$ cat src/design/vkht_pkg.sv
// Shared types and constants for the vertex key hash table.
// No dependencies.
`timescale 1ns / 1ps

package vkht_pkg;

   localparam int TABLE_DEPTH_DEF = 1024;
   localparam int SLOT_W          = 10;
   localparam int WORD_W          = 32;

   typedef logic [SLOT_W-1:0] slot_type;
   typedef logic [WORD_W-1:0] word_type;

   typedef enum logic {
      FUNC_INSERT = 1'b0,
      FUNC_LOOKUP = 1'b1
   } func_type;

   typedef struct packed {
      word_type nrm_idx;
      word_type pos_idx;
      word_type tex_idx;
   } key_type;

   typedef struct packed {
      func_type func;
      key_type  key;
      word_type new_value;
   } probe_req_type;

   typedef struct packed {
      slot_type slot;
      word_type stored_value;
      logic     found;
      logic     table_full;
   } probe_rsp_type;

   // one table entry as kept in the slot memory
   typedef struct packed {
      logic     used;
      key_type  key;
      word_type value;
   } entry_type;

endpackage

$ cat src/design/vkht_hash.sv
// Home slot hash unit: 64-bit mix built on one shared 32x32 multiplier,
// then reduction modulo the table depth by reciprocal multiply. Uses vkht_pkg.
`timescale 1ns / 1ps

module vkht_hash #(
   parameter int TABLE_DEPTH = vkht_pkg::TABLE_DEPTH_DEF,
   parameter int IDX_W       = $clog2(TABLE_DEPTH)
) (
   input  logic                 clock,
   input  logic                 reset,
   input  logic                 start,
   input  vkht_pkg::key_type    key,
   output logic                 done,
   output logic [IDX_W-1:0]     home
);

   localparam logic [31:0] C_NORMAL   = 32'd1610612741;
   localparam logic [31:0] C_POSITION = 32'd805306457;
   localparam logic [31:0] C_TEXTURE  = 32'd402653189;
   localparam logic [63:0] K_FIN1     = 64'hbf58476d1ce4e5b9;
   localparam logic [63:0] K_FIN2     = 64'h94d049bb133111eb;
   localparam int          SHIFT1     = 30;
   localparam int          SHIFT2     = 27;
   localparam int          SHIFT3     = 31;
   localparam int          REM_W      = IDX_W + 1;
   localparam logic [31:0] DEPTH_C    = 32'(TABLE_DEPTH);
   // floor(2^32 / depth): quotient estimate is short by at most one
   localparam logic [31:0] RECIP      = 32'((64'd1 << 32) / TABLE_DEPTH);
   localparam logic [REM_W-1:0] DEPTH_R = REM_W'(TABLE_DEPTH);

   typedef enum logic [4:0] {
      S_IDLE, S_MUL_N, S_MUL_P, S_MUL_T, S_MIX1,
      S_K1_LL, S_K1_LH, S_K1_HL, S_MIX2,
      S_K2_LL, S_K2_LH, S_K2_HL, S_K2_ACC,
      S_FOLD, S_QMUL, S_SUB, S_WRAP
   } step_type;

   step_type            step_ff;
   vkht_pkg::key_type   key_ff;
   logic [63:0]         x_ff;
   logic [63:0]         acc_ff;
   logic [63:0]         prod_ff;
   logic [REM_W-1:0]    rem_ff;
   logic [IDX_W-1:0]    home_ff;
   logic                done_ff;

   logic [31:0]         mul_a;
   logic [31:0]         mul_b;
   logic [63:0]         mul_p;
   logic [63:0]         acc_hi_sum;
   logic [31:0]         fold;

   function automatic logic [63:0] xsh(input logic [63:0] v, input int sh);
      return v ^ (v >> sh);
   endfunction

   // upper cross products only land in the top word
   assign acc_hi_sum = acc_ff + {prod_ff[31:0], 32'd0};
   assign fold       = acc_ff[31:0] ^ acc_ff[SHIFT3 +: 32];

   always_comb begin
      mul_a = x_ff[31:0];
      mul_b = K_FIN1[31:0];
      case (step_ff)
         S_MUL_N: begin mul_a = key_ff.nrm_idx; mul_b = C_NORMAL;   end
         S_MUL_P: begin mul_a = key_ff.pos_idx; mul_b = C_POSITION; end
         S_MUL_T: begin mul_a = key_ff.tex_idx; mul_b = C_TEXTURE;  end
         S_K1_LL: begin mul_a = x_ff[31:0];  mul_b = K_FIN1[31:0];  end
         S_K1_LH: begin mul_a = x_ff[31:0];  mul_b = K_FIN1[63:32]; end
         S_K1_HL: begin mul_a = x_ff[63:32]; mul_b = K_FIN1[31:0];  end
         S_K2_LL: begin mul_a = x_ff[31:0];  mul_b = K_FIN2[31:0];  end
         S_K2_LH: begin mul_a = x_ff[31:0];  mul_b = K_FIN2[63:32]; end
         S_K2_HL: begin mul_a = x_ff[63:32]; mul_b = K_FIN2[31:0];  end
         S_FOLD:  begin mul_a = fold;           mul_b = RECIP;   end
         S_QMUL:  begin mul_a = prod_ff[63:32]; mul_b = DEPTH_C; end
         default: begin mul_a = x_ff[31:0];     mul_b = K_FIN1[31:0]; end
      endcase
   end

   assign mul_p = mul_a * mul_b;

   always_ff @(posedge clock) begin
      if (reset) begin
         step_ff <= S_IDLE;
         done_ff <= 1'b0;
      end else begin
         done_ff <= 1'b0;
         prod_ff <= mul_p;
         case (step_ff)
            S_IDLE: begin
               if (start) begin
                  key_ff  <= key;
                  step_ff <= S_MUL_N;
               end
            end
            S_MUL_N:  step_ff <= S_MUL_P;
            S_MUL_P: begin
               acc_ff  <= prod_ff;
               step_ff <= S_MUL_T;
            end
            S_MUL_T: begin
               acc_ff  <= acc_ff + prod_ff;
               step_ff <= S_MIX1;
            end
            S_MIX1: begin
               x_ff    <= xsh(acc_ff + prod_ff, SHIFT1);
               step_ff <= S_K1_LL;
            end
            S_K1_LL:  step_ff <= S_K1_LH;
            S_K1_LH: begin
               acc_ff  <= prod_ff;
               step_ff <= S_K1_HL;
            end
            S_K1_HL: begin
               acc_ff  <= acc_hi_sum;
               step_ff <= S_MIX2;
            end
            S_MIX2: begin
               x_ff    <= xsh(acc_hi_sum, SHIFT2);
               step_ff <= S_K2_LL;
            end
            S_K2_LL:  step_ff <= S_K2_LH;
            S_K2_LH: begin
               acc_ff  <= prod_ff;
               step_ff <= S_K2_HL;
            end
            S_K2_HL: begin
               acc_ff  <= acc_hi_sum;
               step_ff <= S_K2_ACC;
            end
            S_K2_ACC: begin
               acc_ff  <= acc_hi_sum;
               step_ff <= S_FOLD;
            end
            S_FOLD: begin
               x_ff    <= {32'd0, fold};
               step_ff <= S_QMUL;
            end
            S_QMUL:   step_ff <= S_SUB;
            S_SUB: begin
               // true remainder plus at most one depth
               rem_ff  <= REM_W'(x_ff[31:0] - prod_ff[31:0]);
               step_ff <= S_WRAP;
            end
            S_WRAP: begin
               if (rem_ff >= DEPTH_R) begin
                  home_ff <= IDX_W'(rem_ff - DEPTH_R);
               end else begin
                  home_ff <= IDX_W'(rem_ff);
               end
               done_ff <= 1'b1;
               step_ff <= S_IDLE;
            end
            default: step_ff <= S_IDLE;
         endcase
      end
   end

   assign done = done_ff;
   assign home = home_ff;

endmodule

$ cat config.mk
export PLATFORM = sky130hd
export DESIGN_NAME = vkht_hash
export DESIGN_NICKNAME = d
export VERILOG_FILES = /design/src/design/vkht_pkg.sv /design/src/design/vkht_hash.sv
export SDC_FILE = /design/constraint.sdc
export NUM_CORES = 2
export LEC_CHECK = 0
export CAP_MARGIN = 10
export CORE_ASPECT_RATIO = 1.75
export CORE_MARGIN = 2
export CORE_UTILIZATION = 50
export CTS_CLUSTER_SIZE = 10
export DETAILED_ROUTE_END_ITERATION = 16
export DONT_BUFFER_PORTS = 1
export PLACE_DENSITY = 0.71
export SYNTH_ARGS = -nofsm -noshare
export SYNTH_HDL_FRONTEND = slang
export SYNTH_SLANG_ARGS = --single-unit
export TNS_END_PERCENT = 5
$ cat constraint.sdc
create_clock -name clock -period 15.7 [get_ports clock]
set_input_delay 3.14 -clock clock [delete_from_list [all_inputs] [get_ports clock]]
set_output_delay 3.14 -clock clock [all_outputs]
set_load 0.02 [all_outputs]
* Word-level counts from Yosys, hierarchy flattened
Index checks and enable logic that the tools add are counted.
Word-level totals: logic and storage cells 57, bits in latches 0, bits of input ports 99, memory bits (writable) 0, output and inout bits 11, memories 0, bits in registers 315, ROM bits 0
Cells by class: shift operators 0, eq/ne operators 17, bitwise gates (word level) 4, multipliers 1, magnitude comparators 1, add/sub/neg operators 4, multiplexer cells 8, reductions and logical operators 12, divide/modulo/power cells 0
Operator list (count):
- one-hot mux 64 bit (3 select lines) | 2
- one-hot mux 32 bit (8 select lines) | 1
- one-hot mux 32 bit (6 select lines) | 1
- adder 64 bit | 2
- one-hot mux 5 bit (16 select lines) | 1
- multiplier 32 x 32 -> 64 bit | 1
- bitwise XOR 64 x 34 -> 64 bit | 1
- bitwise XOR 64 x 37 -> 64 bit | 1
- equality test 5 x 4 -> 1 bit, second input constant | 8
- bitwise XOR 32 bit | 1
- equality test 5 x 3 -> 1 bit, second input constant | 4
- greater-or-equal comparator 11 bit, second input constant | 1
- subtractor 11 bit | 1
- equality test 5 x 2 -> 1 bit, second input constant | 2
- two-way mux 10 bit | 1
- subtractor 10 x 1 -> 10 bit, second input constant | 1
- AND reduction 2 bit | 4
- nonzero test 3 bit | 2
- OR reduction 3 bit | 2
- equality test 5 x 1 -> 1 bit, second input constant | 1
- equality test 5 bit, second input constant | 1
- zero test 5 bit | 1
- two-way mux 5 bit | 1
- OR reduction 2 bit | 2
- 4 further kinds | 4

* Longest topological paths before layout
depth in word-level cells 4, depth in mapped cells 38, mapped depth without buffers 33

* Least setup slack after synthesis
OpenSTA, ideal clock, no wires.
path type input to register, start point input port start, end point register key_ff[0] in the netlist's numbering (enable), required time 14915 ps, cell stages on the path 2, data arrival time 12778 ps, path buffers 0, library setup time 785 ps, slack 2137 ps, cells stage by stage or4b_2 -> nor4_1
Between the ends: word-level cells in the longest chain between the ends 1
RTL lines:
- start, declared | line vkht_hash.sv:11 | input logic start,
- AND reduction 3 bit (no source line)
- end signal, assigned | line vkht_hash.sv:92 | key_ff <= key;
- end, declared | line vkht_hash.sv:39 | vkht_pkg::key_type key_ff;
Every way passes these cells. A chain may end at the register's enable or synchronous reset.

* Worst setup path after layout
start point register step_ff[2], end point register prod_ff[58] (data pin)
Between the ends: word-level cells in the longest chain between the ends 4, elaborated cells between the ends (all ways) 15, classes of those cells 1 x mul; 10 x eq/ne; 2 x mux; 2 x reduce/logical
RTL lines:
- start, declared | line vkht_hash.sv:38 | step_type step_ff;
- start signal, assigned | line vkht_hash.sv:84 | step_ff <= S_IDLE;
- start signal, assigned | line vkht_hash.sv:93 | step_ff <= S_MUL_N;
- start signal, assigned | line vkht_hash.sv:96 | S_MUL_N: step_ff <= S_MUL_P;
- equality test 5 x 4 -> 1 bit or equality test 5 x 3 -> 1 bit (tied branches) | line vkht_hash.sv:64 | case (step_ff)
- OR reduction 2 bit (no source line)
- one-hot mux 32 bit (8 select lines) or one-hot mux 32 bit (6 select lines) (tied branches) | line vkht_hash.sv:64
- multiplier 32 x 32 -> 64 bit * | line vkht_hash.sv:80 | assign mul_p = mul_a * mul_b;
- net mul_p[58] | line vkht_hash.sv:49 | logic [63:0] mul_p;
- end signal, assigned | line vkht_hash.sv:88 | prod_ff <= mul_p;
- end, declared | line vkht_hash.sv:42 | logic [63:0] prod_ff;
Mark *: on every way through the listed nets, which the timed path passes. The rest lies on a longest branch.

==> out/qor.txt <==
Vias in the first global route - 43.76k
Post-synth EDFFs - 308
Via-per-instance ratio - 6.275
Synth Flop Type - edfxtp_1
Final Max Slew Viols - 0
Crit path depth - 26
CTS tree - done
Initial antenna violation count - 16
Register area share after synthesis - 18.41%
Clock Skew - 0.02785 ns
CP Max Fanout - 21
CP Capture Type - flip-flop
Die ar. - 0.1044 sq mm
# setup viols final - 0
Number of max-cap violations - 0
Arrival @ worst endpoint - 11.96 ns
Cell Area, Synth - 0.05088 sq mm
Die Height - 426.0 um
Buf/Inv on CP - 4
Largest net degree at the start of global routing - 74
Worst skew pair latency - 0.57 ns
Routed Antenna Nets - 0
Post-synthesis register bit count - 314
Setup Buffers After CTS - 0
Worst hold path class - reg2reg
Synth unique cells - 98
RSZ-0062 raised after global routing - false
GRT Total Usage - 38.55%
Layout net count - 6,610
Drt first pass iters - 9
Fmax - 0.08582 GHz
Drt wl/cell - 30.08 um
CTS resizes - 0
PortBufs - 0
Final setup TNS - 0 ns
Final Cycle Share - 74.22%
Syn_nets - 6,727
Worst Path Class, Setup - reg2reg
Async SR Flop Fraction - 0%
Reg2reg end - prod_ff[58]
Tmin final - 11.65 ns
Top cell types by occurrence after synthesis - inv_1, fa_1, nor2_1
DIE WIDTH - 245.1 um
Count leader, synth - inv_1
CP max stage delay - 0.83 ns
Io pins - 110
Largest area contributor in the netlist - fa_1
CP Capture Point - prod_ff[58]
Reg clk slew, reported paths - 0.07 ns
Worst setup path startpoint - step_ff[2]
GP Congestion - 1.055
CTS buffer count - 37
Synth top area share - 34.11%
H-Tree Depth - 2
Required @ worst endpoint - 16.00 ns
Hold Buf Count CTS - 0
Root buffer cell - clkbuf_16
Synthesized area per cell - 9.483 sq um
Post-DP HPWL - 157,300 um
Syn Inst Count - 5,365
YS warnings - 0
Critical path's slowest cell - dfxtp_1
Hold Vio Cnt, Final - 0
GR Overflow Total - 0
Share of cells above drive strength 1 - 5.298%
Startpoint types - flip-flop
Outcome - finished, final reports clean
Clock tree buffer depth - 3
Initial Utilization - 50.49%
Post-Route WL - 198,700 um
Initial DRC count - 4,730
Area Growth Syn to Fin - 5.275%
Slew @ Worst Pin - 1.305 ns
Worst reg2reg path startpoint - step_ff[2]
Total number of vias - 41.44k
First-pass GRT wire length - 286,500 um
DRC Markers - 0
Top area cells in the synthesized netlist - fa_1, edfxtp_1, ha_1
CP top delay family - adder cells
Core area - 0.1008 sq mm
Worst R2R Setup Slack - 4.05 ns
Relative slew margins - 13.00%
Rows - 154
CP dominant cell by count - fa_1
Clock sinks - 314
Worst R2R Path Depth - 26
==> final cells by class <==
type                       instances  area, sq um
multi-input combinational       3762        36840
clock inverter                     4        41.29
timing repair buffer             102        769.5
clock buffer                      53        985.9
antenna                           12        30.03
tap                             1326         1659
sequential                       314         9369
inverter                        1031         3870
fill                            9099        47210
==> worst min path at each step <==
stage / end / cells past startpoint / slack (ns) / startpoint
finish: home[3] / 0 / 0.41 / rem_ff[3]
floorplan: home[0] / 0 / 0.40 / rem_ff[0]
CTS: home[3] / 0 / 0.42 / rem_ff[3]
global placement: home[4] / 0 / 0.41 / rem_ff[4]
global route: home[3] / 0 / 0.43 / rem_ff[3]
detailed placement: home[3] / 0 / 0.41 / rem_ff[3]
==> through the flow <==
| stage | util (%) | hold WS [ns] | area (sq um) | cells | worst slack (ns) |
|---|---|---|---|---|---|
| floorplan | - | 0.4003 | 50880 | 5365 | 2.137 |
| global placement | 52.09 | 0.4099 | 52490 | 6534 | 4.448 |
| detailed placement | 52.10 | 0.4144 | 52510 | 6535 | 4.284 |
| CTS | 53.12 | 0.4183 | 53530 | 6592 | 4.253 |
| global route | 53.13 | 0.4316 | 53540 | 6596 | 3.739 |
| finish | 53.15 | 0.4115 | 53560 | 6604 | 4.047 |
==> state kept, by name, indices dropped and copies added (netlist names) <==
signal and count:
acc_ff 64, home 10, prod_ff 64, x_ff 64
rem_ff 10, key_ff 96, done 1, step_ff 5
==> worst reg2reg max path, cell delays in order, from the launching register on <==
cell and delay (ns):
dfxtp_1 0.83, xor2_1 0.23, nand2_1 0.12, nand3_1 0.62, buf_4 0.52, a221oi_1 0.59, nand3_1 0.77, nand2_1 0.54
inv_1 0.19, fa_1 0.53, fa_1 0.51, inv_1 0.05, fa_1 0.49, fa_1 0.52, inv_1 0.06, fa_1 0.59
fa_1 0.47, fa_1 0.56, fa_1 0.45, ha_1 0.48, nand4_1 0.19, or3_1 0.42, o31ai_2 0.59, a211oi_2 0.24
o41ai_2 0.53, a21oi_1 0.16, xnor2_1 0.15
==> cells in the final DEF (no fill, tap or decap), types with 35 or more instances in the layout <==
| cell type | netlist | routed |
|---|---|---|
| a21oi_1 | 211 | 200 |
| a21o_1 | 107 | 107 |
| nor2_1 | 634 | 620 |
| fa_1 | 867 | 867 |
| nand4_1 | 45 | 45 |
| nand2b_1 | 45 | 45 |
| clkbuf_16 | 0 | 37 |
| o22ai_1 | 35 | 35 |
| xnor2_1 | 127 | 127 |
| edfxtp_1 | 308 | 308 |
| and3_1 | 38 | 38 |
| nand3_1 | 60 | 60 |
| buf_4 | 1 | 101 |
| nand2_1 | 430 | 429 |
| inv_1 | 1031 | 1030 |
| a221oi_1 | 35 | 35 |
| xor2_1 | 98 | 98 |
| o21ai_0 | 144 | 144 |
| ha_1 | 396 | 396 |
==> layer usage <==
metal	global-route usage, %	wire length, um
met1	39.82	59190
met2	64.08	94920
met3	8.250	19400
met4	37.67	25090
met5	0	64
==> cells by family (layout without fill, tap and decap cells) <==
kind of cell	after synthesis	count (layout)	synth area share [%]
compound gates	868	868	12.12
xor+xnor	232	232	4.178
fa+ha+maj	1263	1263	43.85
buf+inv	1289	1190	9.581
flops	314	314	18.41
mux	2	2	0.03935
other cells	0	12	0
simple gates	1397	1397	11.82
Power is left out: the tool's default activity adds up to more than one toggle a clock period on the data nets, which glitch-free logic cannot reach.
